## config.mk

```make
export PLATFORM = sky130hd
export DESIGN_NAME = lru_page_replacement_top
export DESIGN_NICKNAME = d
export VERILOG_FILES = /design/src/sv/lru_pkg.sv /design/src/sv/lru_page_replacement_top.sv /design/src/sv/lru_ctrl.sv /design/src/sv/lru_dp.sv
export SDC_FILE = /design/constraint.sdc
export NUM_CORES = 1
export LEC_CHECK = 0
export BUFFER_PORTS_ARGS = -buffer_cell sky130_fd_sc_hd__buf_2
export CAP_MARGIN = 20
export CORE_MARGIN = 2
export CORE_UTILIZATION = 65
export DETAILED_ROUTE_END_ITERATION = 10
export HOLD_SLACK_MARGIN = 0.03
export PLACE_DENSITY = 0.95
export SLEW_MARGIN = 20
export SYNTH_ARGS = -nofsm -noshare
export SYNTH_HDL_FRONTEND = slang
export SYNTH_SLANG_ARGS = --single-unit
```

## constraint.sdc

```tcl
create_clock -name aclk -period 17.9 [get_ports aclk]
set_input_delay 2.685 -clock aclk [delete_from_list [all_inputs] [get_ports aclk]]
set_output_delay 2.685 -clock aclk [all_outputs]
set_load 0.02 [all_outputs]
```

## src/sv/lru_pkg.sv

```systemverilog
// Shared types and constants for the LRU page replacement block.
// Used by lru_ctrl, lru_dp and lru_page_replacement_top; depends on nothing.
package lru_pkg;

    // Frame store geometry.
    localparam int FRAMES       = 8;
    localparam int PAGE_BITS    = 16;
    localparam int FRAME_IDX_W  = $clog2(FRAMES);
    localparam int RANK_W       = $clog2(FRAMES);
    localparam int FRAME_CNT_W  = $clog2(FRAMES + 1);
    localparam int FAULT_W      = 32;

    // Configuration register reset value: frames taking part after reset.
    localparam logic [FRAME_CNT_W-1:0] FRAMES_IN_USE_RST = FRAME_CNT_W'(3);

    typedef logic [PAGE_BITS-1:0]   page_t;
    typedef logic [FRAME_IDX_W-1:0] frame_idx_t;
    typedef logic [RANK_W-1:0]      rank_t;
    typedef logic [FRAME_CNT_W-1:0] frame_cnt_t;
    typedef logic [FAULT_W-1:0]     fault_cnt_t;

    // Controller states.
    typedef enum logic [1:0] {
        ST_IDLE,
        ST_LOOKUP,
        ST_UPDATE
    } state_t;

    // Commands from the controller to the datapath.
    typedef struct packed {
        logic load_page;
        logic do_lookup;
        logic do_update;
    } lru_cmd_t;

    // Status from the datapath to the controller.
    typedef struct packed {
        logic out_free;
    } lru_stat_t;

endpackage

```

## src/sv/lru_page_replacement_top.sv

```systemverilog
// Top level of the LRU page replacement block: joins the controller and datapath.
// Depends on lru_pkg, lru_ctrl and lru_dp.
//
//   Channel   Direction  Handshake           Contents
//   s_        in         s_valid / s_ready   s_page: referenced page
//   m_        out        m_valid / m_ready   hit, frame_index, evicted_valid,
//                                            evicted_page, fault_count
//   cfg_      in         cfg_we              cfg_wdata: frames_in_use
//
// Each request passes a lookup step for the parallel tag compare and victim choice,
// then an update step for the recency and frame update that loads the result register.
// A new request is taken in the update cycle that retires the last one, so requests overlap.
// While a result waits in the output register the update step holds and input stalls.
// Synchronous active-low reset empties all frames, clears ranks and the fault count,
// and sets frames_in_use to three; no clearing pass is needed.
module lru_page_replacement_top (
    input  logic                    aclk,
    input  logic                    aresetn,
    input  logic                    cfg_we,
    input  lru_pkg::frame_cnt_t     cfg_wdata,
    input  logic                    s_valid,
    output logic                    s_ready,
    input  lru_pkg::page_t          s_page,
    output logic                    m_valid,
    input  logic                    m_ready,
    output logic                    m_hit,
    output lru_pkg::frame_idx_t     m_frame_index,
    output logic                    m_evicted_valid,
    output lru_pkg::page_t          m_evicted_page,
    output lru_pkg::fault_cnt_t     m_fault_count
);
    import lru_pkg::*;

    lru_cmd_t  cmd;
    lru_stat_t stat;

    // Controller.
    lru_ctrl u_ctrl (
        .aclk    (aclk),
        .aresetn (aresetn),
        .s_valid (s_valid),
        .s_ready (s_ready),
        .stat    (stat),
        .cmd     (cmd)
    );

    // Datapath.
    lru_dp u_dp (
        .aclk            (aclk),
        .aresetn         (aresetn),
        .cfg_we          (cfg_we),
        .cfg_wdata       (cfg_wdata),
        .s_page          (s_page),
        .cmd             (cmd),
        .stat            (stat),
        .m_valid         (m_valid),
        .m_ready         (m_ready),
        .m_hit           (m_hit),
        .m_frame_index   (m_frame_index),
        .m_evicted_valid (m_evicted_valid),
        .m_evicted_page  (m_evicted_page),
        .m_fault_count   (m_fault_count)
    );

endmodule

```

## src/sv/lru_ctrl.sv

```systemverilog
// Controller state machine for the LRU page replacement block.
// Depends on lru_pkg for the state type and the command and status structs.
module lru_ctrl (
    input  logic               aclk,
    input  logic               aresetn,
    input  logic               s_valid,
    output logic               s_ready,
    input  lru_pkg::lru_stat_t stat,
    output lru_pkg::lru_cmd_t  cmd
);
    import lru_pkg::*;

    state_t state_reg;
    state_t state_next;

    // State register.
    always_ff @(posedge aclk) begin
        if (!aresetn) begin
            state_reg <= ST_IDLE;
        end else begin
            state_reg <= state_next;
        end
    end

    // Next state: lookup, then update once the result register can take the result.
    always_comb begin
        state_next = state_reg;
        unique case (state_reg)
            ST_IDLE: begin
                if (s_valid) begin
                    state_next = ST_LOOKUP;
                end
            end
            ST_LOOKUP: begin
                state_next = ST_UPDATE;
            end
            ST_UPDATE: begin
                if (stat.out_free) begin
                    state_next = s_valid ? ST_LOOKUP : ST_IDLE;
                end
            end
            default: begin
                state_next = ST_IDLE;
            end
        endcase
    end

    // Outputs: a new request is taken while idle or in the cycle that retires the last one.
    always_comb begin
        s_ready       = 1'b0;
        cmd.do_lookup = 1'b0;
        cmd.do_update = 1'b0;
        unique case (state_reg)
            ST_IDLE: begin
                s_ready = 1'b1;
            end
            ST_LOOKUP: begin
                cmd.do_lookup = 1'b1;
            end
            ST_UPDATE: begin
                s_ready       = stat.out_free;
                cmd.do_update = stat.out_free;
            end
            default: begin
                s_ready = 1'b0;
            end
        endcase
        cmd.load_page = s_valid && s_ready;
    end

endmodule

```

## src/sv/lru_dp.sv

```systemverilog
// Datapath for the LRU page replacement block: frame store, recency ranks,
// fault counter, lookup and victim logic, and the result register. Depends on lru_pkg.
module lru_dp (
    input  logic                    aclk,
    input  logic                    aresetn,
    input  logic                    cfg_we,
    input  lru_pkg::frame_cnt_t     cfg_wdata,
    input  lru_pkg::page_t          s_page,
    input  lru_pkg::lru_cmd_t       cmd,
    output lru_pkg::lru_stat_t      stat,
    output logic                    m_valid,
    input  logic                    m_ready,
    output logic                    m_hit,
    output lru_pkg::frame_idx_t     m_frame_index,
    output logic                    m_evicted_valid,
    output lru_pkg::page_t          m_evicted_page,
    output lru_pkg::fault_cnt_t     m_fault_count
);
    import lru_pkg::*;

    // Configuration and request registers.
    frame_cnt_t frames_in_use_reg;
    page_t      page_reg;

    // Frame state.
    page_t      frame_page_reg [FRAMES];
    logic       frame_valid_reg [FRAMES];
    rank_t      rank_reg [FRAMES];
    fault_cnt_t faults_reg;

    // Lookup results held for the update step.
    logic       hit_reg;
    logic       evict_reg;
    frame_idx_t sel_reg;

    // Result register.
    logic       m_valid_reg;
    logic       m_hit_reg;
    frame_idx_t m_frame_index_reg;
    logic       m_evicted_valid_reg;
    page_t      m_evicted_page_reg;
    fault_cnt_t m_fault_count_reg;

    // Lookup logic.
    frame_cnt_t n_eff;
    logic       hit_found;
    frame_idx_t hit_idx;
    logic       empty_found;
    frame_idx_t empty_idx;
    frame_idx_t victim_idx;
    rank_t      victim_rank;

    // Update logic.
    frame_cnt_t old_rank;
    fault_cnt_t faults_next;
    page_t      ev_page;

    // Frame count clamped to one through FRAMES.
    always_comb begin
        if (frames_in_use_reg == '0) begin
            n_eff = FRAME_CNT_W'(1);
        end else if (frames_in_use_reg > FRAME_CNT_W'(FRAMES)) begin
            n_eff = FRAME_CNT_W'(FRAMES);
        end else begin
            n_eff = frames_in_use_reg;
        end
    end

    // Parallel tag compare and empty search; the lowest frame wins.
    always_comb begin
        hit_found   = 1'b0;
        hit_idx     = '0;
        empty_found = 1'b0;
        empty_idx   = '0;
        for (int k = FRAMES - 1; k >= 0; k--) begin
            if (FRAME_CNT_W'(k) < n_eff) begin
                if (frame_valid_reg[k] && frame_page_reg[k] == page_reg) begin
                    hit_found = 1'b1;
                    hit_idx   = FRAME_IDX_W'(k);
                end
                if (!frame_valid_reg[k]) begin
                    empty_found = 1'b1;
                    empty_idx   = FRAME_IDX_W'(k);
                end
            end
        end
    end

    // Least recent frame among those taking part; ties go to the lower frame.
    always_comb begin
        victim_idx  = '0;
        victim_rank = rank_reg[0];
        for (int k = 1; k < FRAMES; k++) begin
            if (FRAME_CNT_W'(k) < n_eff && rank_reg[k] > victim_rank) begin
                victim_idx  = FRAME_IDX_W'(k);
                victim_rank = rank_reg[k];
            end
        end
    end

    // Configuration register and request capture.
    always_ff @(posedge aclk) begin
        if (!aresetn) begin
            frames_in_use_reg <= FRAMES_IN_USE_RST;
        end else if (cfg_we) begin
            frames_in_use_reg <= cfg_wdata;
        end
    end

    always_ff @(posedge aclk) begin
        if (cmd.load_page) begin
            page_reg <= s_page;
        end
    end

    // Lookup step: choose the frame and remember whether it is a hit or an eviction.
    always_ff @(posedge aclk) begin
        if (cmd.do_lookup) begin
            hit_reg   <= hit_found;
            evict_reg <= !hit_found && !empty_found;
            if (hit_found) begin
                sel_reg <= hit_idx;
            end else if (empty_found) begin
                sel_reg <= empty_idx;
            end else begin
                sel_reg <= victim_idx;
            end
        end
    end

    // Values for the update step.
    assign old_rank    = frame_valid_reg[sel_reg] ? FRAME_CNT_W'(rank_reg[sel_reg])
                                                  : FRAME_CNT_W'(FRAMES);
    assign faults_next = (hit_reg || faults_reg == '1) ? faults_reg : faults_reg + 1'b1;
    assign ev_page     = evict_reg ? frame_page_reg[sel_reg] : '0;

    // Frame pages: written on a fault, no reset.
    always_ff @(posedge aclk) begin
        if (cmd.do_update && !hit_reg) begin
            frame_page_reg[sel_reg] <= page_reg;
        end
    end

    // Recency ranks, valid bits and the fault counter.
    always_ff @(posedge aclk) begin
        if (!aresetn) begin
            for (int k = 0; k < FRAMES; k++) begin
                frame_valid_reg[k] <= 1'b0;
                rank_reg[k]        <= '0;
            end
            faults_reg <= '0;
        end else if (cmd.do_update) begin
            for (int k = 0; k < FRAMES; k++) begin
                if (FRAME_IDX_W'(k) == sel_reg) begin
                    rank_reg[k]        <= '0;
                    frame_valid_reg[k] <= 1'b1;
                end else if (frame_valid_reg[k] &&
                             FRAME_CNT_W'(rank_reg[k]) < old_rank) begin
                    rank_reg[k] <= rank_reg[k] + 1'b1;
                end
            end
            faults_reg <= faults_next;
        end
    end

    // Result register: loaded by the update step, emptied when the result is taken.
    always_ff @(posedge aclk) begin
        if (!aresetn) begin
            m_valid_reg <= 1'b0;
        end else if (cmd.do_update) begin
            m_valid_reg <= 1'b1;
        end else if (m_ready) begin
            m_valid_reg <= 1'b0;
        end
    end

    always_ff @(posedge aclk) begin
        if (cmd.do_update) begin
            m_hit_reg           <= hit_reg;
            m_frame_index_reg   <= sel_reg;
            m_evicted_valid_reg <= evict_reg;
            m_evicted_page_reg  <= ev_page;
            m_fault_count_reg   <= faults_next;
        end
    end

    assign stat.out_free    = !m_valid_reg || m_ready;
    assign m_valid          = m_valid_reg;
    assign m_hit            = m_hit_reg;
    assign m_frame_index    = m_frame_index_reg;
    assign m_evicted_valid  = m_evicted_valid_reg;
    assign m_evicted_page   = m_evicted_page_reg;
    assign m_fault_count    = m_fault_count_reg;

    // The fault counter never goes backward.
    a_faults_monotonic: assert property (@(posedge aclk) disable iff (!aresetn)
        cmd.do_update |=> faults_reg >= $past(faults_reg))
        else $error("fault counter decreased");

    // A fault adds one unless the counter is full.
    a_fault_counts: assert property (@(posedge aclk) disable iff (!aresetn)
        (cmd.do_update && !hit_reg) |=>
            (faults_reg == $past(faults_reg) + 1'b1 || $past(faults_reg) == '1))
        else $error("fault not counted");

    // A hit never evicts a page.
    a_hit_no_evict: assert property (@(posedge aclk) disable iff (!aresetn)
        m_valid_reg |-> !(m_hit_reg && m_evicted_valid_reg))
        else $error("hit reported with an eviction");

    // The updated frame becomes the most recent and valid.
    a_touch: assert property (@(posedge aclk) disable iff (!aresetn)
        cmd.do_update |=> (rank_reg[$past(sel_reg)] == '0 && frame_valid_reg[$past(sel_reg)]))
        else $error("touched frame not most recent");

endmodule
```

==> out/metrics.csv, run 1 <==
metric,value,unit
run status,finished clean,
leading area contributor after synthesis,edfxtp_1,
CTS resizes,0,
Post-synth top flop,edfxtp_1,
post-route ant nets,0,
synthesis-to-finish area growth,10.86,%
core area,22430,um2
vias in the first global route,9960,
P_leak,0.005775,uW
DRT Pass-1 Iters,5,
wire per inst,23.89,um
die width,154.4,um
initial drt markers,1171,
most numerous cell in the Yosys netlist,edfxtp_1,
Non-Filler Instances,1571,
post-route cell area,16310,um2
GR Layer Usage met2,52.98,%
pwr dens,89.56,nW/um2
RSZ-0062 raised after global routing,false,
average instance area after synthesis,12.27,um2
slowest cell on the critical path,a311oi_1,
maximum clock path buffer count,3,
vias,10280,
ant diodes,0,
crit path max fanout,8,
hold slack,516.9,ps
Hold Path Class,reg -> reg,
Peak Freq,97.41,MHz
Clock Sinks,276,
worst slew pin tran,1075,ps
vias per cell,6.543,
startpoint types,flop,
Tcrit/Tclk final,57.35,%
layout cells sized above 1,17.50,%
Max Clock Skew,19.34,ps
peak supply drop,0.09052,mV
syn_nets,1262,
"Async S/R FF share, synth",0,%
Tmin final,10270,ps
first-pass GRT wire length,56810,um
Worst-Skew Late Latency,550,ps
initial antenna violation count,0,
root buf cell,clkbuf_16,
cts hold-fix bufs,0,
pin count of the biggest net entering global routing,67,
Fillers,1433,
final hold viol count,0,
Most common cell on crit path,ha_1,
largest cells by area after synthesis,"edfxtp_1, xnor2_1, dfxtp_1, mux4_2, xor2_1",
Boundary Pins,80,
DIE HEIGHT,154.4,um
grt ovf,0,
row count,55,
placed insts,1520,
sequential cell area fraction in the yosys report,53.15,%
Die Area,23850,um2
post-CTS setup buffer count,0,
GRT Max-Usage Layer,met2,
mapped cell area,14710,um2
worst rel slew slack,28.09,%
DRC viols,0,
clk slew on worst S/H paths,70,ps
maxcap violations,0,
accumulated negative setup slack,0,ps
flip-flop and latch count after synthesis,276,
Post-synth EDFFs,229,
Syn Inst Count,1199,
Post-synth top cells,"edfxtp_1, xnor2_1, nor2_1, nand2_1, xor2_1",
grt met1 use,39.97,%
CTS buffer count,28,
HPWL after DPL,26310,um
max-slew violations,0,
Area after DPL,15350,um2
CP max stage delay,750,ps
crit end category,flop,
distinct cell type count after synthesis,80,
"wirelength, routed",37530,um
GR Layer Usage met3,4.959,%
yosys warns,0,
CTS tree,built,
top cell type's share of synthesized area,46.75,%
nets,1328,
htree depth,1,
Critical Path AT,10550,ps
worst path required time,18180,ps
I/O Buffers,79,
total track usage,31.13,%
final setup violating endpoints,0,
RePlAce Congestion,1.022,
critical path type,reg -> reg,
max reg flops,128,
initial core utilization,65.56,%
## routing by layer
layer	vias to the layer above	wire length, um	share of wire [%]
li1	4571	-	-
met1	5038	14340	38
met2	553	18480	49
met3	117	2928	7.8
met4	0	1780	4.7
met5	-	0	0
## area by class of cell
type / count / area (um2) / share of cell area, %
clock inverters: 18 / 216.5 / 1.328
multi-input cells: 840 / 6585 / 40.39
inverters: 28 / 105.1 / 0.6446
clock buffers: 33 / 739.5 / 4.535
repair buffers: 91 / 485.5 / 2.977
flip-flops and latches: 276 / 7818 / 47.94
well taps: 285 / 356.6 / 2.187
## worst max-delay path, delay by kind of cell (launching register included)
family	cells	cell delay, ps
AO/OA/AOI/OAI	16	3780
adder cells (fa/ha/maj)	8	2210
AND/OR/NAND/NOR	15	1800
multiplexers	5	1500
flip-flops	1	560
buffers and inverters	2	140
## cell usage in the layout (no fill, tap or decap), types with 25 or more instances in the layout
cell type,count
xor2_1,72
buf_2,79
nor2_1,80
nand3_1,35
dfxtp_1,47
nand4_1,39
nand2_1,75
inv_1,27
mux4_2,40
and2_1,29
xnor2_1,116
clkbuf_16,28
edfxtp_1,229
ha_1,38
o21ai_0,33
o21a_1,25
## power by group
group          switching [uW]  internal, uW
Clock                     252           354
Combinational            73.7          52.5
Sequential               22.7           705
## through the flow
stage	utilization (%)	total power [uW]	setup WS, ps
final	72.68	1460	7635
after global routing	72.68	1498	6907
after CTS	72.68	1459	7717
after detailed placement	68.42	863.6	7809
after global placement	68.42	860.0	7998
after floorplan	-	825.1	8794
## logic make-up (layout without fill, tap and decap cells)
group           count (synthesis)  count (layout)  synth area share [%]
simple gates                  403             403                 14.75
buf+inv                        83             170                 2.254
flops                         276             276                 53.15
fa+ha+maj                      39              39                 3.309
xor+xnor                      188             188                 11.20
mux                            74              74                 8.609
compound gates                136             136                 6.729
## worst paths after layout
check,startpoint,endpoint,slack [ps],depth (start not counted)
max,u_dp.rank_reg[0][2],u_dp.sel_reg[2],7630,46
min,u_dp.faults_reg[30],u_dp.faults_reg[30],520,2
max reg2reg,u_dp.rank_reg[0][2],u_dp.sel_reg[2],7630,46
min reg2reg,u_dp.faults_reg[30],u_dp.faults_reg[30],520,2
Power figures use the tool's default switching activity.
==> run 2: changes to the inputs <==
- ABC_AREA: unset -> 1
- CORE_UTILIZATION: 65 -> 55
- PLACE_DENSITY: 0.95 -> 0.87
- clock period: 17.9 -> 8.75 ns (I/O delays scaled with it)
==> out/metrics.csv, run 2 <==
metric,value,unit,change
vias in the first global route,10680,,+7.2%
ant diodes,0,,unchanged
worst path required time,9050,ps,-9130 ps
synthesis-to-finish area growth,12.55,%,
hold slack,463.9,ps,-52.94 ps
worst rel slew slack,23.61,%,-4.5 points
Hold Path Class,reg -> reg,,
"CP delay by family, top",simple AND/OR/NAND/NOR gates,,
Final Util,62.55,%,-10 points
Post-synth EDFFs,229,,unchanged
crit end category,flop,,
average instance area after synthesis,10.00,um2,-18%
Syn Inst Count,1391,,+16%
Tmin final,8032,ps,-2234 ps
CTS buffer count,29,,+3.6%
"Async S/R FF share, synth",0,%,unchanged
final hold viol count,0,,unchanged
layout cells sized above 1,13.31,%,-4.2 points
Post-synth top flop,edfxtp_1,,
Worst-Skew Late Latency,570,ps,+20 ps
maximum clock path buffer count,3,,unchanged
DIE HEIGHT,163.1,um,+5.6%
Area after DPL,14660,um2,-4.5%
root buf cell,clkbuf_16,,
distinct cell type count after synthesis,51,,-36%
"commonest non-fill, non-tap cell in the layout",edfxtp_1,,
nets,1535,,+16%
sequential cell area fraction in the yosys report,56.18,%,+3.0 points
htree depth,1,,unchanged
terminus of the critical flop-to-flop path,u_dp.sel_reg[2],,
largest cells by area after synthesis,"edfxtp_1, dfxtp_1, nand2_1, xor2_1, inv_1",,
CP Buf/Inv Count,4,,+2
maxcap violations,0,,unchanged
total track usage,29.82,%,-1.3 points
internal reg-to-reg setup slack,720,ps,-6920 ps
vias per cell,6.120,,-6.5%
Worst Hold Depth,1,,-1
first-pass GRT wire length,60550,um,+6.6%
mapped cell area,13910,um2,-5.4%
yosys warns,0,,unchanged
syn_nets,1454,,+15%
DRT Pass-1 Iters,6,,+1
leading area contributor after synthesis,edfxtp_1,,
wire per inst,21.85,um,-8.5%
HPWL after DPL,27630,um,+5.0%
accumulated negative setup slack,0,ps,unchanged
vias,11170,,+8.7%
Die Area,26590,um2,+11%
core area,25040,um2,+12%
RePlAce Congestion,1.052,,+2.9%
Power Total,3153,uW,+120%
post-route ant nets,0,,unchanged
hold path start,u_ctrl.state_reg[0],,
max reg flops,128,,unchanged
flip-flop and latch count after synthesis,276,,unchanged
Post-synth top cells,"edfxtp_1, nand2_1, inv_1, o21ai_0, nor2_1",,
worst slew pin tran,1117,ps,+41.90 ps
Critical Path AT,8340,ps,-2210 ps
Peak Freq,124.5,MHz,+28%
startpoint types,flop,,
CP max stage delay,440,ps,-310 ps
run status,finished clean,,
pin count of the biggest net entering global routing,65,,-3.0%
clk slew on worst S/H paths,70,ps,about the same
row count,58,,+5.5%
slowest cell on the critical path,edfxtp_1,,
I/O Buffers,79,,unchanged
crit path max fanout,7,,-1
DRC viols,0,,unchanged
critical path type,reg -> reg,,
cts hold-fix bufs,0,,unchanged
Hold EP,u_ctrl.state_reg[1],,
reg2reg start,u_dp.rank_reg[0][2],,
initial antenna violation count,0,,unchanged
Reg2Reg Depth,50,,+8.7%
post-route cell area,15660,um2,-4.0%
Max Clock Skew,23.69,ps,+4.346 ps
P_leak,0.006238,uW,+8.0%
Boundary Pins,80,,unchanged
initial drt markers,1569,,+34%
initial core utilization,55.58,%,-10 points
final setup violating endpoints,0,,unchanged
top cell type's share of synthesized area,49.42,%,+2.7 points
die width,163.1,um,+5.6%
CTS tree,built,,
peak supply drop,0.1618,mV,+79%
Tcrit/Tclk final,91.79,%,+34 points
"commonest cells after routing, fill and taps aside","edfxtp_1, nand2_1, inv_1",,
pwr dens,201.3,nW/um2,+120%
grt ovf,0,,unchanged
max-slew violations,0,,unchanged
most numerous cell in the Yosys netlist,edfxtp_1,,
Clock Sinks,276,,unchanged
"wirelength, routed",39880,um,+6.3%
## run 2: changes by cell type after synthesis, sizes merged, moves of 22 or more
| cell | delta |
|---|---|
| o21a | -26 |
| o22ai | +22 |
| nor2 | +34 |
| nand2 | +129 |
| xnor2 | -98 |
| inv | +154 |
| a21oi | +57 |
| mux4 | -40 |
| a22oi | +30 |
| and2 | -29 |
| o21ai | +83 |
| mux2i | -23 |
| nor2b | -22 |
| nand4 | -28 |
## run 2: cells by family after synthesis
family                   share of synthesized area (%)
AO/OA/AOI/OAI                                    14.11
XOR/XNOR                                         6.043
adder cells (fa/ha/maj)                          3.417
buffers and inverters                            6.303
flip-flops                                       56.18
AND/OR/NAND/NOR                                  13.95
## run 2: per-stage QoR
stage          setup slack [ps]  cells
2_1_floorplan              1481   1391
3_3_place_gp              800.8   1766
3_5_place_dp              485.0   1766
4_1_cts                   470.9   1820
5_1_grt                  -17.38   1825
6_report                  718.4   1825
## run 2: worst reg2reg max path, delay by kind of cell (launching register included)
| kind | cells | cell delay [ps] |
|---|---|---|
| fa+ha+maj | 7 | 1950 |
| buf+inv | 4 | 380 |
| simple gates | 25 | 2870 |
| flops | 1 | 440 |
| compound gates | 14 | 2160 |
## run 2: per-layer routing
metal / routed length (um) / GRT usage [%] / vias up
met4: 1832 / 12.79 / 0
met2: 18730 / 48.50 / 683
li1: - / - / 5058
met1: 15410 / 39.86 / 5286
met3: 3903 / 4.876 / 142
met5: 0 / 0 / -
## run 2: worst max-delay path by stage
stage                        start              end  slack, ps  cells past startpoint
5_1_grt        u_dp.rank_reg[0][2]             flop        -20                     53
3_3_place_gp   u_dp.rank_reg[0][2]  u_dp.sel_reg[2]        800                     49
4_1_cts        u_dp.rank_reg[0][2]  u_dp.sel_reg[2]        470                     49
6_report       u_dp.rank_reg[0][2]  u_dp.sel_reg[2]        720                     50
3_5_place_dp   u_dp.rank_reg[0][2]  u_dp.sel_reg[2]        490                     49
2_1_floorplan  u_dp.rank_reg[0][2]  u_dp.sel_reg[1]       1480                     50
## run 2: final cells by class
type,count,area (um2)
clock buffer,45,899.6
clock inverter,9,57.56
fill,1972,9375
inverter,185,696.9
multi-input combinational,882,5235
sequential,276,7818
tap,330,412.9
timing repair buffer,98,541.8
## run 2: report_power, final
part	leakage, uW	switching [uW]	internal [uW]
combinational	0.00325	255	120
sequential	0.00251	63.6	1480
clock	0.000474	525	709
## run 2: repair_timing
action,4_1_cts,5_1_grt
gates resized for setup,0,4
setup buffers,0,4
setup endpoints to repair,0,6
==> run 3: changes to the inputs <==
- ABC_AREA: 1 -> unset
- CORE_UTILIZATION: 55 -> 56
- PLACE_DENSITY: 0.87 -> 0.88
- SYNTH_HIERARCHICAL: unset -> 1
==> out/metrics.csv, run 3 <==
metric,value,unit,change
row count,59,,+1.7%
DIE HEIGHT,166.4,um,+2.0%
"wirelength, routed",37940,um,-4.9%
Critical Path AT,8930,ps,+590 ps
peak supply drop,0.2260,mV,+40%
htree depth,1,,unchanged
core area,25980,um2,+3.8%
"CP delay by family, top",compound AO/OA/AOI/OAI gates,,
distinct cell type count after synthesis,74,,+45%
leading area contributor after synthesis,edfxtp_1,,
Post-synth EDFFs,229,,unchanged
worst slew pin tran,821.1,ps,-295.9 ps
I/O Buffers,79,,unchanged
Post-synth top cells,"edfxtp_1, nor2_1, xnor2_1, xor2_1, nand2_1",,
CP max stage delay,420,ps,-20 ps
post-route ant nets,0,,unchanged
Hold Path Class,reg -> reg,,
CTS buffer count,28,,-3.4%
maxcap violations,0,,unchanged
accumulated negative setup slack,0,ps,unchanged
syn_nets,1286,,-12%
pin count of the biggest net entering global routing,44,,-32%
final setup violating endpoints,0,,unchanged
grt ovf,0,,unchanged
crit end category,flop,,
synthesis-to-finish area growth,15.11,%,
nets,1392,,-9.3%
Boundary Pins,80,,unchanged
pwr dens,176.5,nW/um2,-12%
run status,finished clean,,
max reg flops,128,,unchanged
RePlAce Congestion,0.9862,,-6.2%
startpoint types,flop,,
Tcrit/Tclk final,98.73,%,+6.9 points
slowest cell on the critical path,edfxtp_1,,
top cell type's share of synthesized area,46.58,%,-2.8 points
Worst-Skew Late Latency,540,ps,-30 ps
maximum clock path buffer count,3,,unchanged
max-slew violations,0,,unchanged
sequential cell area fraction in the yosys report,52.95,%,-3.2 points
Syn Inst Count,1223,,-12%
most numerous cell in the Yosys netlist,edfxtp_1,,
yosys warns,6,,+6
DRT Pass-1 Iters,6,,unchanged
initial antenna violation count,0,,unchanged
worst path required time,9040,ps,about the same
vias,10730,,-3.9%
"commonest non-fill, non-tap cell in the layout",edfxtp_1,,
vias per cell,6.366,,+4.0%
layout cells sized above 1,22.65,%,+9.3 points
initial core utilization,56.81,%,+1.2 points
Non-Filler Instances,1686,,-7.6%
final hold viol count,0,,unchanged
die width,166.4,um,+2.0%
ant diodes,0,,unchanged
Max Clock Skew,16.88,ps,-6.810 ps
first-pass GRT wire length,57750,um,-4.6%
P_leak,0.005941,uW,-4.8%
Power Total,3000,uW,-4.9%
Die Area,27680,um2,+4.1%
Peak Freq,115.8,MHz,-7.0%
largest cells by area after synthesis,"edfxtp_1, dfxtp_1, mux4_2, xnor2_1, xor2_1",,
hold slack,536.2,ps,+72.31 ps
initial drt markers,1468,,-6.4%
Most common cell on crit path,ha_4,,
CP Buf/Inv Count,0,,-4
cts hold-fix bufs,0,,unchanged
CTS tree,built,,
placed insts,1614,,-8.6%
HPWL after DPL,26800,um,-3.0%
crit path max fanout,3,,-4
DRC viols,0,,unchanged
Clock Sinks,276,,unchanged
vias in the first global route,10390,,-2.7%
dpl ws,-205.7,ps,-690.7 ps
"commonest cells after routing, fill and taps aside","edfxtp_1, nor2_1, xnor2_1",,
final setup margin,110.8,ps,-607.6 ps
average instance area after synthesis,12.07,um2,+21%
flip-flop and latch count after synthesis,276,,unchanged
Tmin final,8639,ps,+607.6 ps
"Async S/R FF share, synth",0,%,unchanged
worst rel slew slack,45.26,%,+22 points
wire per inst,22.50,um,+3.0%
root buf cell,clkbuf_16,,
critical path type,reg -> reg,,
clk slew on worst S/H paths,70,ps,about the same
total track usage,26.73,%,-3.1 points
Post-synth top flop,edfxtp_1,,
mapped cell area,14760,um2,+6.1%
RSZ-0062 raised after global routing,true,,
==> run 3: changes by cell type after synthesis, sizes merged, moves of 23 or more <==
cell   change
nor2b     +24
inv      -148
xnor2     +80
a22oi     -30
nand2    -140
mux4      +40
a21oi     -51
nand4     +35
o21ai     -87
buf       +23
==> run 3: per-stage QoR <==
| stage | instance area, um2 | utilization, % |
|---|---|---|
| floorplan | 14790 | - |
| detailed placement | 15630 | 60.16 |
| global route | 16990 | 65.40 |
| CTS | 16740 | 64.41 |
| finish | 16990 | 65.40 |
| global placement | 15630 | 60.16 |
==> run 3: worst min-delay path, delay by kind of cell, from the launching register on <==
kind,cells,cell delay [ps]
DFF,1,350
and+or+nand+nor,1,80
AOI/OAI and AO/OA,1,60
==> run 3: kinds of logic (layout without fill, tap and decap cells) <==
kind of cell / after synthesis / in the layout / share of synthesized area (%)
AND/OR/NAND/NOR: 419 / 419 / 15.07
flip-flops: 276 / 276 / 52.95
XOR/XNOR: 195 / 195 / 11.57
AO/OA/AOI/OAI: 129 / 129 / 6.009
buffers and inverters: 95 / 223 / 2.915
multiplexers: 69 / 69 / 8.128
adder cells (fa/ha/maj): 40 / 40 / 3.356
==> run 3: worst paths after layout <==
path                        from            endpoint  slack, ps  depth (start not counted)
max          u_dp/rank_reg[0][0]     u_dp/sel_reg[2]        110                         43
min           u_dp/faults_reg[1]  u_dp/faults_reg[1]        540                          2
max reg2reg  u_dp/rank_reg[0][0]     u_dp/sel_reg[2]        110                         43
min reg2reg   u_dp/faults_reg[1]  u_dp/faults_reg[1]        540                          2
==> run 3: cell type report <==
cell class                      count  area [um2]
Fill cell                        1845        8991
Sequential cell                   276        7818
Multi-Input combinational cell    852        6897
Timing Repair Buffer              137       842.1
Clock buffer                       37       785.8
Tap cell                          335       419.2
Inverter                           34       127.6
Clock inverter                     15       105.1
==> run 3: repair_timing <==
action / 4_1_cts / 5_1_grt
pin swaps: 9 / 30
gates resized for setup: 15 / 50
setup buffers: 18 / 4
cloned: 0 / 0
hold endpoints to repair: 0 / 0
endpoints found under the setup margin: 5 / 6
==> run 3: report_power, final <==
part	internal (uW)	total, uW	switching [uW]
Clock	661	1150	488
Combinational	167	359	192
Sequential	1450	1490	47.1
Total	2270	3000	727
==> run 3: routing by layer <==
layer,track usage (%),wire [um],vias to the layer above
met2,43.30,17990,635
met4,8.021,1122,0
li1,-,-,4732
met1,36.61,14900,5271
met3,5.624,3919,95
met5,0,0,-
